--- config.mk ---
export PLATFORM = sky130hd
export DESIGN_NAME = string_bucket_hash_engine_core
export DESIGN_NICKNAME = d
export VERILOG_FILES = /design/src/sbh_pkg.sv /design/src/sbh_front.sv /design/src/sbh_queue.sv /design/src/sbh_back.sv /design/src/string_bucket_hash_engine_core.sv
export SDC_FILE = /design/constraint.sdc
export NUM_CORES = 1
export LEC_CHECK = 0
export ABC_CLOCK_PERIOD_IN_PS = 5520
export BUFFER_PORTS_ARGS = -buffer_cell sky130_fd_sc_hd__buf_4
export CAP_MARGIN = 10
export CORE_MARGIN = 4
export CORE_UTILIZATION = 55
export CTS_BUF_LIST = sky130_fd_sc_hd__clkbuf_2
export DETAILED_ROUTE_END_ITERATION = 7
export PLACE_DENSITY = 0.73
export SYNTH_ARGS = -nofsm -noshare
export SYNTH_HDL_FRONTEND = slang
export SYNTH_SLANG_ARGS = --single-unit
--- constraint.sdc ---
create_clock -name clk_i -period 5.52 [get_ports clk_i]
set_input_delay 1.104 -clock clk_i [delete_from_list [all_inputs] [get_ports clk_i]]
set_output_delay 1.104 -clock clk_i [all_outputs]
set_load 0.02 [all_outputs]
--- src/sbh_pkg.sv ---
// sbh_pkg: shared types and constants for the string bucket hash engine
// hash mode codes, configuration register indexes, back-end state type
// no dependencies
package sbh_pkg;

  // hash mode codes as held in the mode register
  typedef enum logic [2:0] {
    MODE_FIRST = 3'd0,
    MODE_LEN   = 3'd1,
    MODE_SUM   = 3'd2,
    MODE_ROTX  = 3'd3,
    MODE_OAAT  = 3'd4
  } sbh_mode_e;

  // configuration port
  localparam int unsigned CfgIdxW  = 2;
  localparam int unsigned CfgDataW = 25;
  localparam logic [CfgIdxW-1:0] CFG_HASH_MODE    = 2'd0;
  localparam logic [CfgIdxW-1:0] CFG_BUCKET_COUNT = 2'd1;

  // register widths and reset values
  localparam int unsigned ModeW   = 3;
  localparam int unsigned BucketW = 25;
  localparam logic [BucketW-1:0] BucketReset = 25'd1024;
  localparam logic [BucketW-1:0] BucketMax   = 25'h100_0000;

  // item fields
  localparam int unsigned ByteW    = 8;
  localparam int unsigned CountW   = 32;
  localparam int unsigned RawW     = 32;
  localparam int unsigned BktIdxW  = 24;
  localparam int unsigned OutDataW = 56;

  // back-end sequencer states
  typedef enum logic [2:0] {
    BK_IDLE,
    BK_FIN1,
    BK_FIN2,
    BK_DIV,
    BK_OUT
  } sbh_bk_state_e;

  // unused mode codes behave as one-at-a-time
  function automatic sbh_mode_e clamp_mode(input logic [ModeW-1:0] code);
    sbh_mode_e m;
    unique case (code)
      MODE_FIRST: m = MODE_FIRST;
      MODE_LEN:   m = MODE_LEN;
      MODE_SUM:   m = MODE_SUM;
      MODE_ROTX:  m = MODE_ROTX;
      default:    m = MODE_OAAT;
    endcase
    return m;
  endfunction

  // zero acts as one, oversized counts act as the maximum
  function automatic logic [BucketW-1:0] clamp_bucket(input logic [BucketW-1:0] cnt);
    logic [BucketW-1:0] r;
    if (cnt == '0) begin
      r = BucketW'(1);
    end else if (cnt > BucketMax) begin
      r = BucketMax;
    end else begin
      r = cnt;
    end
    return r;
  endfunction

endpackage

--- src/sbh_front.sv ---
// sbh_front: per-byte hash folding, length count and first-byte capture
// pushes one pre-finalised value per key into the key queue
// depends on sbh_pkg
module sbh_front #(
  parameter int unsigned HashW = 32
) (
  input  logic                     clk_i,
  input  logic                     rst_ni,
  input  sbh_pkg::sbh_mode_e       mode_i,
  input  logic                     byte_valid_i,
  output logic                     byte_ready_o,
  input  logic [7:0]               key_byte_i,
  input  logic                     key_end_i,
  output logic                     push_o,
  output logic [HashW:0]           entry_o,
  input  logic                     full_i
);
  import sbh_pkg::*;

  logic [HashW-1:0]  hash_q, hash_d;
  logic [CountW-1:0] count_q, count_d;
  logic [ByteW-1:0]  first_q, first_d;
  logic              start_q, start_d;

  logic              take;
  logic [HashW-1:0]  byte_ext;
  logic [HashW-1:0]  fold;
  logic [HashW-1:0]  oa_t1, oa_t2;
  logic [CountW-1:0] count_nx;
  logic [ByteW-1:0]  first_nx;
  logic [HashW+CountW-1:0] count_ext;
  logic [HashW-1:0]  value;
  logic              need_fin;

  assign byte_ready_o = !full_i;
  assign take         = byte_valid_i && byte_ready_o;
  assign byte_ext     = {{(HashW-ByteW){1'b0}}, key_byte_i};

  // fold one byte with the mode of this byte
  always_comb begin
    oa_t1 = hash_q + byte_ext;
    oa_t2 = oa_t1 + (oa_t1 << 10);
    case (mode_i)
      MODE_SUM:  fold = hash_q + byte_ext;
      MODE_ROTX: fold = ((hash_q >> 1) | (hash_q << 7)) ^ byte_ext;
      default:   fold = oa_t2 ^ (oa_t2 >> 6);
    endcase
  end

  // saturating length and first byte of the key
  assign count_nx  = (count_q == '1) ? count_q : count_q + CountW'(1);
  assign first_nx  = start_q ? key_byte_i : first_q;
  assign count_ext = {{HashW{1'b0}}, count_nx};

  // value handed to the back end, with a flag for the avalanche step
  always_comb begin
    need_fin = 1'b0;
    case (mode_i)
      MODE_FIRST: value = {{(HashW-ByteW){1'b0}}, first_nx};
      MODE_LEN:   value = count_ext[HashW-1:0];
      MODE_SUM:   value = fold;
      MODE_ROTX:  value = fold;
      default: begin
        value    = fold;
        need_fin = 1'b1;
      end
    endcase
  end

  assign push_o  = take && key_end_i;
  assign entry_o = {need_fin, value};

  // per-key state update
  always_comb begin
    hash_d  = hash_q;
    count_d = count_q;
    first_d = first_q;
    start_d = start_q;
    if (take) begin
      if (key_end_i) begin
        hash_d  = '0;
        count_d = '0;
        first_d = '0;
        start_d = 1'b1;
      end else begin
        hash_d  = fold;
        count_d = count_nx;
        first_d = first_nx;
        start_d = 1'b0;
      end
    end
  end

  always_ff @(posedge clk_i or negedge rst_ni) begin
    if (!rst_ni) begin
      hash_q  <= '0;
      count_q <= '0;
      first_q <= '0;
      start_q <= 1'b1;
    end else begin
      hash_q  <= hash_d;
      count_q <= count_d;
      first_q <= first_d;
      start_q <= start_d;
    end
  end

endmodule

--- src/sbh_queue.sv ---
// sbh_queue: short register queue of finished keys between front and back
// no dependencies; generic width and depth
module sbh_queue #(
  parameter int unsigned Width = 33,
  parameter int unsigned Depth = 2
) (
  input  logic             clk_i,
  input  logic             rst_ni,
  input  logic             push_i,
  input  logic [Width-1:0] data_i,
  output logic             full_o,
  input  logic             pop_i,
  output logic [Width-1:0] data_o,
  output logic             empty_o
);
  localparam int unsigned PtrW = (Depth > 1) ? $clog2(Depth) : 1;
  localparam int unsigned CntW = $clog2(Depth + 1);

  logic [Width-1:0] mem_q [Depth];
  logic [PtrW-1:0]  wr_q, wr_d, rd_q, rd_d;
  logic [CntW-1:0]  cnt_q, cnt_d;

  assign full_o  = (cnt_q == CntW'(Depth));
  assign empty_o = (cnt_q == '0);
  assign data_o  = mem_q[rd_q];

  // pointer and fill count
  always_comb begin
    wr_d  = wr_q;
    rd_d  = rd_q;
    cnt_d = cnt_q;
    if (push_i) begin
      wr_d = (wr_q == PtrW'(Depth - 1)) ? '0 : wr_q + PtrW'(1);
    end
    if (pop_i) begin
      rd_d = (rd_q == PtrW'(Depth - 1)) ? '0 : rd_q + PtrW'(1);
    end
    if (push_i && !pop_i) begin
      cnt_d = cnt_q + CntW'(1);
    end else if (pop_i && !push_i) begin
      cnt_d = cnt_q - CntW'(1);
    end
  end

  always_ff @(posedge clk_i or negedge rst_ni) begin
    if (!rst_ni) begin
      wr_q  <= '0;
      rd_q  <= '0;
      cnt_q <= '0;
    end else begin
      wr_q  <= wr_d;
      rd_q  <= rd_d;
      cnt_q <= cnt_d;
    end
  end

  // entry storage
  always_ff @(posedge clk_i) begin
    if (push_i) begin
      mem_q[wr_q] <= data_i;
    end
  end

  a_no_overflow: assert property (@(posedge clk_i) disable iff (!rst_ni)
    full_o |-> !(push_i && !pop_i))
    else $error("key queue overflow");

  a_no_underflow: assert property (@(posedge clk_i) disable iff (!rst_ni)
    pop_i |-> !empty_o)
    else $error("key queue underflow");

endmodule

--- src/sbh_back.sv ---
// sbh_back: avalanche finalisation, bit-serial modulo and result register
// depends on sbh_pkg
module sbh_back #(
  parameter int unsigned HashW = 32
) (
  input  logic                        clk_i,
  input  logic                        rst_ni,
  input  logic [sbh_pkg::BucketW-1:0] bucket_i,
  input  logic                        empty_i,
  input  logic [HashW:0]              entry_i,
  output logic                        pop_o,
  output logic                        res_valid_o,
  input  logic                        res_ready_i,
  output logic [sbh_pkg::RawW-1:0]    raw_hash_o,
  output logic [sbh_pkg::BktIdxW-1:0] bucket_index_o
);
  import sbh_pkg::*;

  localparam int unsigned CntW = $clog2(HashW + 1);

  sbh_bk_state_e state_q, state_d;

  logic [HashW-1:0]   h_q;
  logic [BucketW-1:0] div_q;
  logic [BktIdxW-1:0] rem_q;
  logic [CntW-1:0]    cnt_q;

  logic               out_valid_q;
  logic [RawW-1:0]    out_raw_q;
  logic [BktIdxW-1:0] out_bkt_q;

  logic               load;
  logic [HashW-1:0]   fin1_t, fin1, fin2;
  logic [BucketW-1:0] trial, diff;
  logic [BktIdxW-1:0] rem_nx;
  logic [HashW+RawW-1:0] raw_ext;

  // next state
  always_comb begin
    state_d = state_q;
    unique case (state_q)
      BK_IDLE: if (!empty_i) state_d = entry_i[HashW] ? BK_FIN1 : BK_DIV;
      BK_FIN1: state_d = BK_FIN2;
      BK_FIN2: state_d = BK_DIV;
      BK_DIV:  if (cnt_q == CntW'(1)) state_d = BK_OUT;
      BK_OUT:  if (!out_valid_q || res_ready_i) state_d = BK_IDLE;
      default: state_d = BK_IDLE;
    endcase
  end

  // sequencer outputs
  always_comb begin
    pop_o = 1'b0;
    load  = 1'b0;
    unique case (state_q)
      BK_IDLE: pop_o = !empty_i;
      BK_OUT:  load  = !out_valid_q || res_ready_i;
      default: begin
        pop_o = 1'b0;
        load  = 1'b0;
      end
    endcase
  end

  always_ff @(posedge clk_i or negedge rst_ni) begin
    if (!rst_ni) begin
      state_q <= BK_IDLE;
    end else begin
      state_q <= state_d;
    end
  end

  // avalanche steps, split over the states BK_FIN1 and BK_FIN2
  assign fin1_t = h_q + (h_q << 3);
  assign fin1   = fin1_t ^ (fin1_t >> 11);
  assign fin2   = h_q + (h_q << 15);

  // one restoring division step per cycle, hash bits msb first
  assign trial  = {rem_q, h_q[HashW-1]};
  assign diff   = trial - div_q;
  assign rem_nx = (trial >= div_q) ? diff[BktIdxW-1:0] : trial[BktIdxW-1:0];

  // working registers; the hash rotates through the divider and ends unchanged
  always_ff @(posedge clk_i) begin
    case (state_q)
      BK_IDLE: begin
        if (!empty_i) begin
          h_q   <= entry_i[HashW-1:0];
          div_q <= clamp_bucket(bucket_i);
          rem_q <= '0;
          cnt_q <= CntW'(HashW);
        end
      end
      BK_FIN1: h_q <= fin1;
      BK_FIN2: h_q <= fin2;
      BK_DIV: begin
        h_q   <= {h_q[HashW-2:0], h_q[HashW-1]};
        rem_q <= rem_nx;
        cnt_q <= cnt_q - CntW'(1);
      end
      default: begin
        h_q <= h_q;
      end
    endcase
  end

  // result register
  assign raw_ext = {{RawW{1'b0}}, h_q};

  always_ff @(posedge clk_i or negedge rst_ni) begin
    if (!rst_ni) begin
      out_valid_q <= 1'b0;
    end else if (load) begin
      out_valid_q <= 1'b1;
    end else if (res_ready_i) begin
      out_valid_q <= 1'b0;
    end
  end

  always_ff @(posedge clk_i) begin
    if (load) begin
      out_raw_q <= raw_ext[RawW-1:0];
      out_bkt_q <= rem_q;
    end
  end

  assign res_valid_o    = out_valid_q;
  assign raw_hash_o     = out_raw_q;
  assign bucket_index_o = out_bkt_q;

  a_div_count_live: assert property (@(posedge clk_i) disable iff (!rst_ni)
    (state_q == BK_DIV) |-> (cnt_q != '0))
    else $error("divider running with no bits left");

  a_rem_below_div: assert property (@(posedge clk_i) disable iff (!rst_ni)
    (state_q == BK_OUT) |-> ({1'b0, rem_q} < div_q))
    else $error("bucket index not below bucket count");

endmodule

--- src/string_bucket_hash_engine_core.sv ---
// string_bucket_hash_engine_core: top level of the string bucket hash engine
// holds the configuration registers; uses sbh_pkg, sbh_front, sbh_queue, sbh_back
//
//   channel   direction  handshake                      payload
//   s_axis    in         s_axis_tvalid / s_axis_tready  tdata key_byte, tlast key_end
//   m_axis    out        m_axis_tvalid / m_axis_tready  tdata raw_hash, bucket_index
//   cfg       in         cfg_valid_i / cfg_ready_o      cfg_index_i, cfg_data_i
//
// key bytes are taken one per cycle while the key queue has room; the front fold
// updates the running hash register on each accepted byte but a key's last, which clears it.
// each key passes the back end in order: a pop in BK_IDLE, BK_FIN1 and BK_FIN2 for
// one-at-a-time finalisation only, one bit-serial modulo step per hash bit, then BK_OUT.
// a result waits in the output register while the front keeps taking bytes until the key queue is full.
// reset is asynchronous active low and needs no clearing pass.
module string_bucket_hash_engine_core #(
  parameter int unsigned HASH_WIDTH  = 32,
  parameter int unsigned QUEUE_DEPTH = 2
) (
  input  logic                         clk_i,
  input  logic                         rst_ni,
  // slave stream
  input  logic                         s_axis_tvalid,
  output logic                         s_axis_tready,
  input  logic [7:0]                   s_axis_tdata,  // [7:0] key_byte
  input  logic                         s_axis_tlast,  // key_end
  // master stream
  output logic                         m_axis_tvalid,
  input  logic                         m_axis_tready,
  output logic [sbh_pkg::OutDataW-1:0] m_axis_tdata,  // [31:0] raw_hash, [55:32] bucket_index
  // configuration writes
  input  logic                         cfg_valid_i,
  output logic                         cfg_ready_o,
  input  logic [sbh_pkg::CfgIdxW-1:0]  cfg_index_i,
  input  logic [sbh_pkg::CfgDataW-1:0] cfg_data_i
);
  import sbh_pkg::*;

  logic [ModeW-1:0]   mode_q;
  logic [BucketW-1:0] bucket_q;
  sbh_mode_e          mode;

  logic               push, pop, full, empty;
  logic [HASH_WIDTH:0] push_entry, pop_entry;
  logic [RawW-1:0]    raw_hash;
  logic [BktIdxW-1:0] bucket_index;

  // configuration registers
  assign cfg_ready_o = 1'b1;

  always_ff @(posedge clk_i or negedge rst_ni) begin
    if (!rst_ni) begin
      mode_q   <= MODE_OAAT;
      bucket_q <= BucketReset;
    end else if (cfg_valid_i) begin
      unique case (cfg_index_i)
        CFG_HASH_MODE:    mode_q   <= cfg_data_i[ModeW-1:0];
        CFG_BUCKET_COUNT: bucket_q <= cfg_data_i[BucketW-1:0];
        default: begin
          mode_q <= mode_q;
        end
      endcase
    end
  end

  assign mode = clamp_mode(mode_q);

  // byte front end
  sbh_front #(
    .HashW(HASH_WIDTH)
  ) u_front (
    .clk_i,
    .rst_ni,
    .mode_i       (mode),
    .byte_valid_i (s_axis_tvalid),
    .byte_ready_o (s_axis_tready),
    .key_byte_i   (s_axis_tdata),
    .key_end_i    (s_axis_tlast),
    .push_o       (push),
    .entry_o      (push_entry),
    .full_i       (full)
  );

  // finished keys awaiting the back end
  sbh_queue #(
    .Width(HASH_WIDTH + 1),
    .Depth(QUEUE_DEPTH)
  ) u_queue (
    .clk_i,
    .rst_ni,
    .push_i  (push),
    .data_i  (push_entry),
    .full_o  (full),
    .pop_i   (pop),
    .data_o  (pop_entry),
    .empty_o (empty)
  );

  // finalisation and bucket reduction
  sbh_back #(
    .HashW(HASH_WIDTH)
  ) u_back (
    .clk_i,
    .rst_ni,
    .bucket_i       (bucket_q),
    .empty_i        (empty),
    .entry_i        (pop_entry),
    .pop_o          (pop),
    .res_valid_o    (m_axis_tvalid),
    .res_ready_i    (m_axis_tready),
    .raw_hash_o     (raw_hash),
    .bucket_index_o (bucket_index)
  );

  assign m_axis_tdata = {bucket_index, raw_hash};

endmodule

Yosys cells after proc, flatten, opt, wreduce, memory -nomap -nowiden
Memories as Yosys holds them, arrays and structs flattened.
Index checks and enable logic that the tools add are counted.

word-level totals
  register bits after elaboration = 252
  logic and storage cells = 115
  output and inout port bits = 59
  memories = 1
  bits in writable memories = 66
  input bits = 41

cells by class
  $lt $le $gt $ge = 2
  reduce and logical (&&, ||, !) cells = 28
  equality and inequality tests = 17
  add/sub/neg operators = 11
  multiplexer cells = 33
  bitwise gates (word level) = 5

memories
  memory         words  bits a word  read ports  clocked after memory_dff  wr ports  RTL line         source
  u_queue.mem_q  2      33           1           0                         1         sbh_queue.sv:19  logic [Width-1:0] mem_q [Depth];

operators by type and width
  operator                                                         number
  32-bit two-way mux                                               4
  32-bit one-hot mux with 2 select lines                           2
  32-bit one-hot mux with 4 select lines                           1
  32-bit adder                                                     3
  24-bit two-way mux                                               2
  24-bit one-hot mux with 2 select lines                           1
  32-bit by 1-bit adder with 32-bit output, second input constant  1
  32-bit by 8-bit adder with 32-bit output                         1
  32-bit == test, second input constant                            1
  31-bit by 32-bit bitwise OR with 32-bit output                   1
  32-bit by 21-bit bitwise XOR with 32-bit output                  1
  32-bit by 26-bit bitwise XOR with 32-bit output                  1
  32-bit by 8-bit bitwise XOR with 32-bit output                   1
  25-bit greater-or-equal comparator                               1
  25-bit > comparator, second input constant                       1
  25-bit zero test                                                 1
  25-bit two-way mux                                               1
  24-bit subtractor                                                1
  3-bit by 2-bit == test with 1-bit output, second input constant  6
  8-bit two-way mux                                                2
  3-bit one-hot mux with 5 select lines                            1
  3-bit one-hot mux with 4 select lines                            1
  6-bit one-hot mux with 2 select lines                            1
  1-bit two-way mux                                                10
  other kinds (26)                                                 50

Depth between registers and ports, before layout
Gate-level depths: netlist (run 1).

  depth after elaboration = 8
  gate-level depth with buffers = 22

Modules after synthesis
A second synthesis (run 1) with hierarchy kept.

unflattened totals
  cells, all modules = 2,104
  area, all modules = 20,957.6 um^2

by module, submodules not included
  module                          area each (um^2)  cells each  seq. area each (um^2)  instances
  sbh_back                        9,774.4           964         4,394.2                1
  sbh_front                       7,362.1           956         1,828.0                1
  sbh_queue                       2,720.1           119         2,082.0                1
  string_bucket_hash_engine_core  1,101.1           65          703.2                  1

Worst setup path before layout (run 1)
No wires, ideal clock.

  path kind = in2reg
  from = in s_axis_tdata[4]
  to = mem u_queue.mem_q[0][22] (data pin)
  data required time = 5,255 ps
  data arrival time = 5,411 ps
  path buffers = 4
  stages = 22
  path slack = -156 ps
  setup time = 265 ps
  cells stage by stage = ha_1 -> buf_2 -> nand2_1 -> or4_1 -> buf_2 -> and3_1 -> clkbuf_1 -> nor2_1 -> xor2_1 -> ha_1 -> a21o_1 -> clkbuf_1 -> a21o_1 -> a21o_1 -> a21o_1 -> a21o_1 -> a21oi_1 -> nor2b_1 -> a311oi_1 -> xnor2_2 -> xnor2_1 -> a221o_1

between the ends
  word-level cells in the longest chain between the ends = 5

RTL lines
  element                                          RTL line                              source
  start: declaration                               string_bucket_hash_engine_core.sv:24  input logic [7:0] s_axis_tdata,
  32-bit by 8-bit adder with 32-bit output (*)     sbh_front.sv:41, sbh_front.sv:44
  32-bit adder                                     sbh_front.sv:42                       oa_t2 = oa_t1 + (oa_t1 << 10);
  32-bit by 26-bit bitwise XOR with 32-bit output  sbh_front.sv:46                       default: fold = oa_t2 ^ (oa_t2 >> 6);
  32-bit one-hot mux with 2 select lines (*)       sbh_front.sv:43                       case (mode_i)
  32-bit one-hot mux with 2 select lines (*)       sbh_front.sv:58                       case (mode_i)
  named net push_entry[22]                         string_bucket_hash_engine_core.sv:43  logic [HASH_WIDTH:0] push_entry, pop_entry;
  end: declaration                                 sbh_queue.sv:19

The timed path passes the listed nets; every way through them passes the cells marked *.

Worst setup path after layout (run 1)
  from = reg u_front.hash_q[5]
  to = mem u_queue.mem_q[0][17] (data pin)

between the ends
  word-level cells in the longest chain between the ends = 5

RTL lines
  element                                          RTL line                              source
  start: declaration                               sbh_front.sv:20                       logic [HashW-1:0] hash_q, hash_d;
  start signal: assignment                         sbh_front.sv:101                      hash_q <= hash_d;
  32-bit by 8-bit adder with 32-bit output (*)     sbh_front.sv:41, sbh_front.sv:44
  32-bit adder                                     sbh_front.sv:42
  32-bit by 26-bit bitwise XOR with 32-bit output  sbh_front.sv:46
  32-bit one-hot mux with 2 select lines (*)       sbh_front.sv:43
  32-bit one-hot mux with 2 select lines (*)       sbh_front.sv:58
  named net push_entry[17]                         string_bucket_hash_engine_core.sv:43

Marked as above.

==> results of run 1 <==
[registers in the layout, indices dropped and copies added, names as in the netlist, 6 cells and up]
register,cells
u_back.raw_hash_o,32
u_queue.mem_q,66
u_back.bucket_index_o,24
u_back.rem_q,24
u_front.hash_q,32
u_back.h_q,32
u_back.cnt_q,6
bucket_q,25
u_front.count_q,32
u_back.div_q,25
u_front.first_q,8
[logic make-up after synthesis]
kind of cell | count (synthesis) | share of synthesized area [%]
mux | 90 | 4.58
compound gates | 584 | 19.0
buf+inv | 180 | 3.39
xor+xnor | 187 | 8.41
flops | 318 | 44.0
simple gates | 586 | 13.8
fa+ha+maj | 107 | 6.71
other cells | 1 | 0.0183
[final timing paths]
| kind | depth (start not counted) | startpoint | endpoint |
|---|---|---|---|
| min reg2reg | 0 | u_back.rem_q[6] | u_back.bucket_index_o[6] |
| max | 20 | u_front.hash_q[5] | u_queue.mem_q[0][17] |
| max reg2reg | 20 | u_front.hash_q[5] | u_queue.mem_q[0][17] |
| min in group clk_i | 2 | cfg_data_i[18] | bucket_q[18] |
| min | 1 | rst_ni | u_front.hash_q[5] |
| max in group asynchronous | 2 | rst_ni | u_front.count_q[18] |
[timing repair]
action                     in CTS  in global routing
setup endpoints to repair       0                  1
hold buffers                    0                  0
resized for setup               0                  1
setup buffers                   0                  0
[per-layer routing]
layer  global-route usage (%)  routed length [um]
met2                     47.1               28300
met1                     38.1               25100
met4                     14.4                3130
met3                     5.20                4090
met5                        0                   0
[power by group]
group / leakage (nW) / internal [W] / switching (W)
logic: 5.90 / 0.00425 / 0.00569
clock network: 0.562 / 0.000671 / 0.000998
registers: 3.40 / 0.00355 / 0.000858
[worst register-to-register path, cell delays in order (launching register included)]
cell and delay (ns):
dfrtp_1 0.47, ha_1 0.37, nand2_1 0.06, or4_1 0.61, and3_1 0.24, nor2_2 0.18
xor2_2 0.09, ha_1 0.30, a21o_1 0.13, a21oi_2 0.08, nor4_1 0.28, o211ai_1 0.16
a41oi_1 0.24, o31ai_2 0.14, o31ai_2 0.38, xor2_1 0.11, buf_4 0.16, xnor2_1 0.29
o21ai_0 0.19, buf_4 0.19, o22ai_2 0.24
[metrics by stage]
stage / instances / TNS, ns / utilization [%] / worst slack, ns
finish: 2797 / 0 / 63.3 / 0.357
global route: 2797 / 0 / 63.3 / 0.154
CTS: 2796 / 0 / 63.2 / 0.306
detailed placement: 2651 / -1.76 / 61.2 / -0.346
global placement: 2651 / -0.688 / 61.2 / -0.221
floorplan: 2053 / 0 / - / 0.0264
[final cells by class]
| class | instances | area (um2) | share of cell area [%] |
|---|---|---|---|
| multi-input combinational | 1555 | 10800 | 46.5 |
| tap | 468 | 586 | 2.52 |
| timing repair buffer | 237 | 1780 | 7.66 |
| clock buffer | 119 | 596 | 2.56 |
| inverter | 73 | 274 | 1.18 |
| sequential | 318 | 9010 | 38.8 |
| antenna | 1 | 2.50 | 0.0108 |
| clock inverter | 26 | 169 | 0.727 |
[layout by cell type (no fill, tap or decap), drive strengths merged, types with 53 or more instances in the layout]
cell / n
a21o: 53
a21oi: 136
buf: 237
clkbuf: 119
dfrtp: 106
edfxtp: 209
ha: 101
inv: 73
mux2i: 60
nand2: 168
nor2: 157
o21ai: 132
xnor2: 112
xor2: 72
==> results.md, run 1 <==
- Outcome: finished clean
- DP HPWL: 44800 um
- Slew Limit Fails: 0
- Fillcell total: 3088
- DRT antenna net count: 0
- Ratio of total power to cell area: 690 nW/um2
- Startpoint Class: register
- Most frequent cells after synthesis: edfxtp_1, nand2_1, nor2_1
- DRC violations left: 0
- Vias in the first global route: 16900
- Synthesis warning total: 0
- WL/cell: 21.7 um
- Initial drt markers: 1588
- Maximum vdd ir drop: 261 uV
- Share of flip-flops with an asynchronous set or reset: 34.3%
- Final min period: 5.16 ns
- Syn Area/Cell: 9.97 um2
- Core Area: 36700 um2
- Die height: 201 um
- Initial core utilization: 55.8%
- Pleak: 9.86 nW
- Final Hold Viols: 0
- Syn_nets: 2200
- Overall die area: 40400 um2
- Total CTS buffers: 82
- RePlAce Congestion: 0.978
- CP cell instances: ha_1, nand2_1, or4_1, and3_1, nor2_2, xor2_2, ha_1, a21o_1, a21oi_2, nor4_1, o211ai_1, a41oi_1, o31ai_2, o31ai_2, xor2_1, buf_4, xnor2_1, o21ai_0, buf_4, o22ai_2
- Proportion of layout cells with a drive suffix above 1: 18.8%
- Clock-pin slew on the worst setup and hold paths: 0.12 ns
- Total power: 0.0160 W
- Ranking of synthesized cells by area: edfxtp_1, dfrtp_1, ha_1, xnor2_1, a21oi_1
- CTS tree: built
- Post-synthesis cell type count: 90
- Post-Syn Area: 20500 um2
- Maxcap violations: 0
- Area growth syn-to-layout: 13.4%
- Setup skew after layout: 0.0696 ns
- First-pass GRT wire length: 93900 um
- Period utilisation layout: 93.5%
- CP endpoint kind: register
- Nets@finish: 2414
- Vias/cell: 6.16
- Highest Clock Rate: 194 MHz
- Grt total ovfl: 0
- Port bufs: 98
- Post-placement cell area: 22400 um2
- Clock Sinks: 318
- WP buf/inv: 2
- Rel. slew slack: 19.2%
- Post-synth top flop: edfxtp_1
- Sequential-to-total area share from yosys stat: 44.0%
- Path type of the worst min-delay path: in2async
- Initial antenna violation count: 1
- Worst path max stage delay: 0.61 ns
- Yosys top cell by area: edfxtp_1
- Final Setup Violations: 0
- Design area: 23200 um2
- Worst-Skew Late Latency: 1.01 ns
- I/O Pins: 100
- WHS: 0.179 ns
- Pin count of the biggest net entering global routing: 63
- R2r setup slk: 0.36 ns
- Unrepaired setup endpoints after global routing: false
- H-tree Lvls: 3
- Row count: 70
- DRT Wirelength: 60600 um
- Worst slew pin tran: 1.21 ns
- Crit path max-delay family: compound AO/OA/AOI/OAI gates
- Post-Syn Instances: 2053
- DR vias: 17200
- Slowest-stage cell, CP: or4_1
- Critical path class: reg2reg
- WP data required: 6.27 ns
- Die width: 201 um
- Synth Register Bits: 318
- Clock root buffer: clkbuf_2
- Critical path data arrival time: 5.91 ns
- Worst Path Max Fanout: 5
- Number of flops mapped to enable cells by yosys: 209
- Clk buf depth: 3
- Tot GR Track Use: 29.1%
- Detailed-router iteration count before antenna repair: 6
- Most frequent cell after synthesis: edfxtp_1
- Synth top area share: 30.7%
Note: power is estimated with default switching activity, not from simulation.
==> inputs of run 2 (changes only) <==
--- a/config.mk
+++ b/config.mk
@@ -5,14 +5,14 @@
 export SDC_FILE = /design/constraint.sdc
 export NUM_CORES = 1
 export LEC_CHECK = 0
+export ABC_AREA = 1
 export ABC_CLOCK_PERIOD_IN_PS = 5520
 export BUFFER_PORTS_ARGS = -buffer_cell sky130_fd_sc_hd__buf_4
 export CAP_MARGIN = 10
 export CORE_MARGIN = 4
-export CORE_UTILIZATION = 55
+export CORE_UTILIZATION = 30
 export CTS_BUF_LIST = sky130_fd_sc_hd__clkbuf_2
 export DETAILED_ROUTE_END_ITERATION = 7
-export PLACE_DENSITY = 0.73
 export SYNTH_ARGS = -nofsm -noshare
 export SYNTH_HDL_FRONTEND = slang
 export SYNTH_SLANG_ARGS = --single-unit
==> run 2 against run 1 <==
Count of clock-buffer cells in the layout grew 4. Clock skew grew 0.031 ns. Largest cell class unchanged. Synthesized cell count grew 23%. Core utilization shrank 29 points. First-iteration DRC count grew 3.8%.
==> results.md, run 2 <==
- Final Hold Viols: 0
- Worst-Skew Late Latency: 1.06 ns
- Initial drt markers: 1649
- Highest Clock Rate: 219 MHz
- Worst slew pin tran: 1.11 ns
- Syn_nets: 2671
- Die height: 269 um
- Path type of the worst min-delay path: in2reg
- WP data required: 6.29 ns
- Register area: 9010 um2
- DRT antenna net count: 0
- H-tree Lvls: 3
- Sw Share: 51.3%
- Internal Power: 0.00739 W
- Port bufs: 98
- Post-synthesis cell type count: 56
- Most frequent cells after synthesis: nand2_1, inv_1, edfxtp_1
- Syn Area/Cell: 8.08 um2
- Row count: 95
- Clock Sinks: 318
- Clock power frac: 12.0%
- Most frequent cells in the layout: nand2_1, inv_1, edfxtp_1, nor2_1, nand3_1
- Register bank with the most flops: u_queue.mem_q
- Area growth syn-to-layout: 13.1%
- WL/cell: 17.2 um
- Largest register FFs: 66
- Post-Syn Area: 20400 um2
- Synthesis warning total: 0
- Maxcap violations: 0
- DRC violations left: 0
- Vias in the first global route: 17300
- Final min period: 4.58 ns
- Sequential-to-total area share from yosys stat: 44.2%
- Total CTS buffers: 83
- Critical path data arrival time: 5.34 ns
- Worst Path Max Fanout: 4
- Post_cts resized: 0
- DP HPWL: 47200 um
- Share of flip-flops with an asynchronous set or reset: 34.3%
- Clock root buffer: clkbuf_2
- Vias/cell: 5.01
- CP endpoint kind: register
- Core Area: 67300 um2
- CTS tree: built
- RePlAce Congestion: 0.982
- Tot GR Track Use: 17.0%
- Critical path class: reg2reg
- Initial core utilization: 30.3%
- Outcome: finished clean
- I/O Pins: 100
- Sequential group share of total power: 28.7%
- Fillcell total: 7074
- Rel. slew slack: 26.0%
- Final Non-Filler Cells: 3618
- Nets@finish: 2821
- Unrepaired setup endpoints after global routing: false
- Number of flops mapped to enable cells by yosys: 209
- Grt total ovfl: 0
- Initial antenna violation count: 2
- Most common cell after layout, fill and taps aside: nand2_1
- Multi-input gate area: 9930 um2
- Psw: 0.00778 W
- Final Setup Violations: 0
- Period utilisation layout: 82.9%
- Die width: 269 um
- Yosys top cell by area: edfxtp_1
- Slew Limit Fails: 0
- Setup TNS: 0 ns
- Ratio of total power to cell area: 658 nW/um2
- Overall die area: 72200 um2
- Startpoint Class: register
- Clk buf depth: 3
- Setup repair bufs after CTS: 0
- DRT Wirelength: 62400 um
- Pleak: 10.5 nW
- First-pass GRT wire length: 96400 um
- Synth top area share: 30.8%
- Proportion of layout cells with a drive suffix above 1: 11.9%
- Combinational fraction of design power: 59.3%
- Maximum vdd ir drop: 255 uV
- Cells after DPL: 3461
- Most frequent cell after synthesis: nand2_1
- Post-synth top flop: edfxtp_1
- Setup skew after layout: 0.101 ns
- Synth Register Bits: 318
- Post-Syn Instances: 2524
- Detailed-router iteration count before antenna repair: 6
- Pin count of the biggest net entering global routing: 58
- DR vias: 18100
- Ranking of synthesized cells by area: edfxtp_1, dfrtp_1, nand2_1, ha_1, inv_1
- Clock-pin slew on the worst setup and hold paths: 0.12 ns
[run 2: critical path: stages, from the launching register on]
cell	delay, ns
dfrtp_1	0.49
ha_1	0.43
nand2_2	0.11
nor2_1	0.15
nand2_1	0.07
nand2_1	0.12
inv_1	0.08
o21ai_0	0.22
xor2_1	0.27
inv_1	0.17
ha_1	0.32
nand2_1	0.07
nor2_1	0.04
a211oi_1	0.31
nor2_1	0.10
nand3_1	0.12
nand2_1	0.15
xor2_1	0.34
o21ai_0	0.12
o21ai_0	0.41
o22ai_1	0.17
[run 2: layout make-up]
| cell class | instances | share of cell area [%] |
|---|---|---|
| multi-input combinational | 1819 | 43.0 |
| timing repair buffer | 128 | 4.18 |
| inverter | 324 | 5.27 |
| antenna | 4 | 0.0434 |
| clock inverter | 29 | 1.01 |
| sequential | 318 | 39.1 |
| clock buffer | 123 | 2.67 |
| tap | 873 | 4.74 |
[run 2: metrics by stage]
stage / setup WS, ns / hold slack (ns) / util, % / total power [W] / cell area, um2
6_report: 0.945 / 0.355 / 34.3 / 0.0152 / 23100
5_1_grt: 0.616 / 0.228 / 34.3 / 0.0164 / 23100
4_1_cts: 1.13 / 0.190 / 34.3 / 0.0151 / 23100
3_5_place_dp: 0.273 / 0.474 / 33.0 / 0.0132 / 22200
3_3_place_gp: 0.301 / 0.468 / 33.0 / 0.0132 / 22200
2_1_floorplan: 1.20 / 0.433 / - / 0.0105 / 20400
[run 2: final timing paths]
| check | startpoint | end | slack (ns) | depth (start not counted) |
|---|---|---|---|---|
| worst max-delay path | u_front.hash_q[5] | u_queue.mem_q[1][9] | 0.94 | 20 |
| worst min-delay path | cfg_data_i[24] | bucket_q[24] | 0.36 | 2 |
| worst max register to register | u_front.hash_q[5] | u_queue.mem_q[1][9] | 0.94 | 20 |
| worst min register to register | u_back.rem_q[21] | u_back.bucket_index_o[21] | 0.49 | 0 |
| max in group asynchronous | rst_ni | u_front.hash_q[28] | 3.86 | 3 |
| min in group asynchronous | rst_ni | u_back.state_q[1] | 0.62 | 2 |
[run 2: metal layers]
layer  up-vias  share of wire, %  track usage (%)
met4         0               3.5             6.91
li1       8928                 -                -
met1      8439                43             22.4
met5         -                 0                0
met3       120               6.7             3.05
met2       628                47             27.7
[run 2: cells by family (layout without fill, tap and decap cells)]
| group | count (synthesis) | after routing | synth area share [%] |
|---|---|---|---|
| xor+xnor | 104 | 104 | 4.54 |
| compound gates | 475 | 475 | 13.5 |
| simple gates | 1128 | 1128 | 23.6 |
| mux | 5 | 5 | 0.252 |
| fa+ha+maj | 106 | 106 | 6.69 |
| other cells | 1 | 5 | 0.0184 |
| buf+inv | 387 | 604 | 7.27 |
| flops | 318 | 318 | 44.2 |
[run 2: power groups by stage]
stage               Combinational, W  Sequential, W  Clock, W
finish                       0.00899        0.00435   0.00182
detailed placement           0.00883        0.00439         0
floorplan                    0.00637        0.00409         0
global placement             0.00879        0.00440         0
global route                  0.0100        0.00442   0.00203
CTS                          0.00888        0.00434   0.00190
[run 2: what timing repair did]
action | CTS | global route
endpoints found under the setup margin | 0 | 0
hold buffers | 1 | 0
endpoints found under the hold margin | 31 | 0
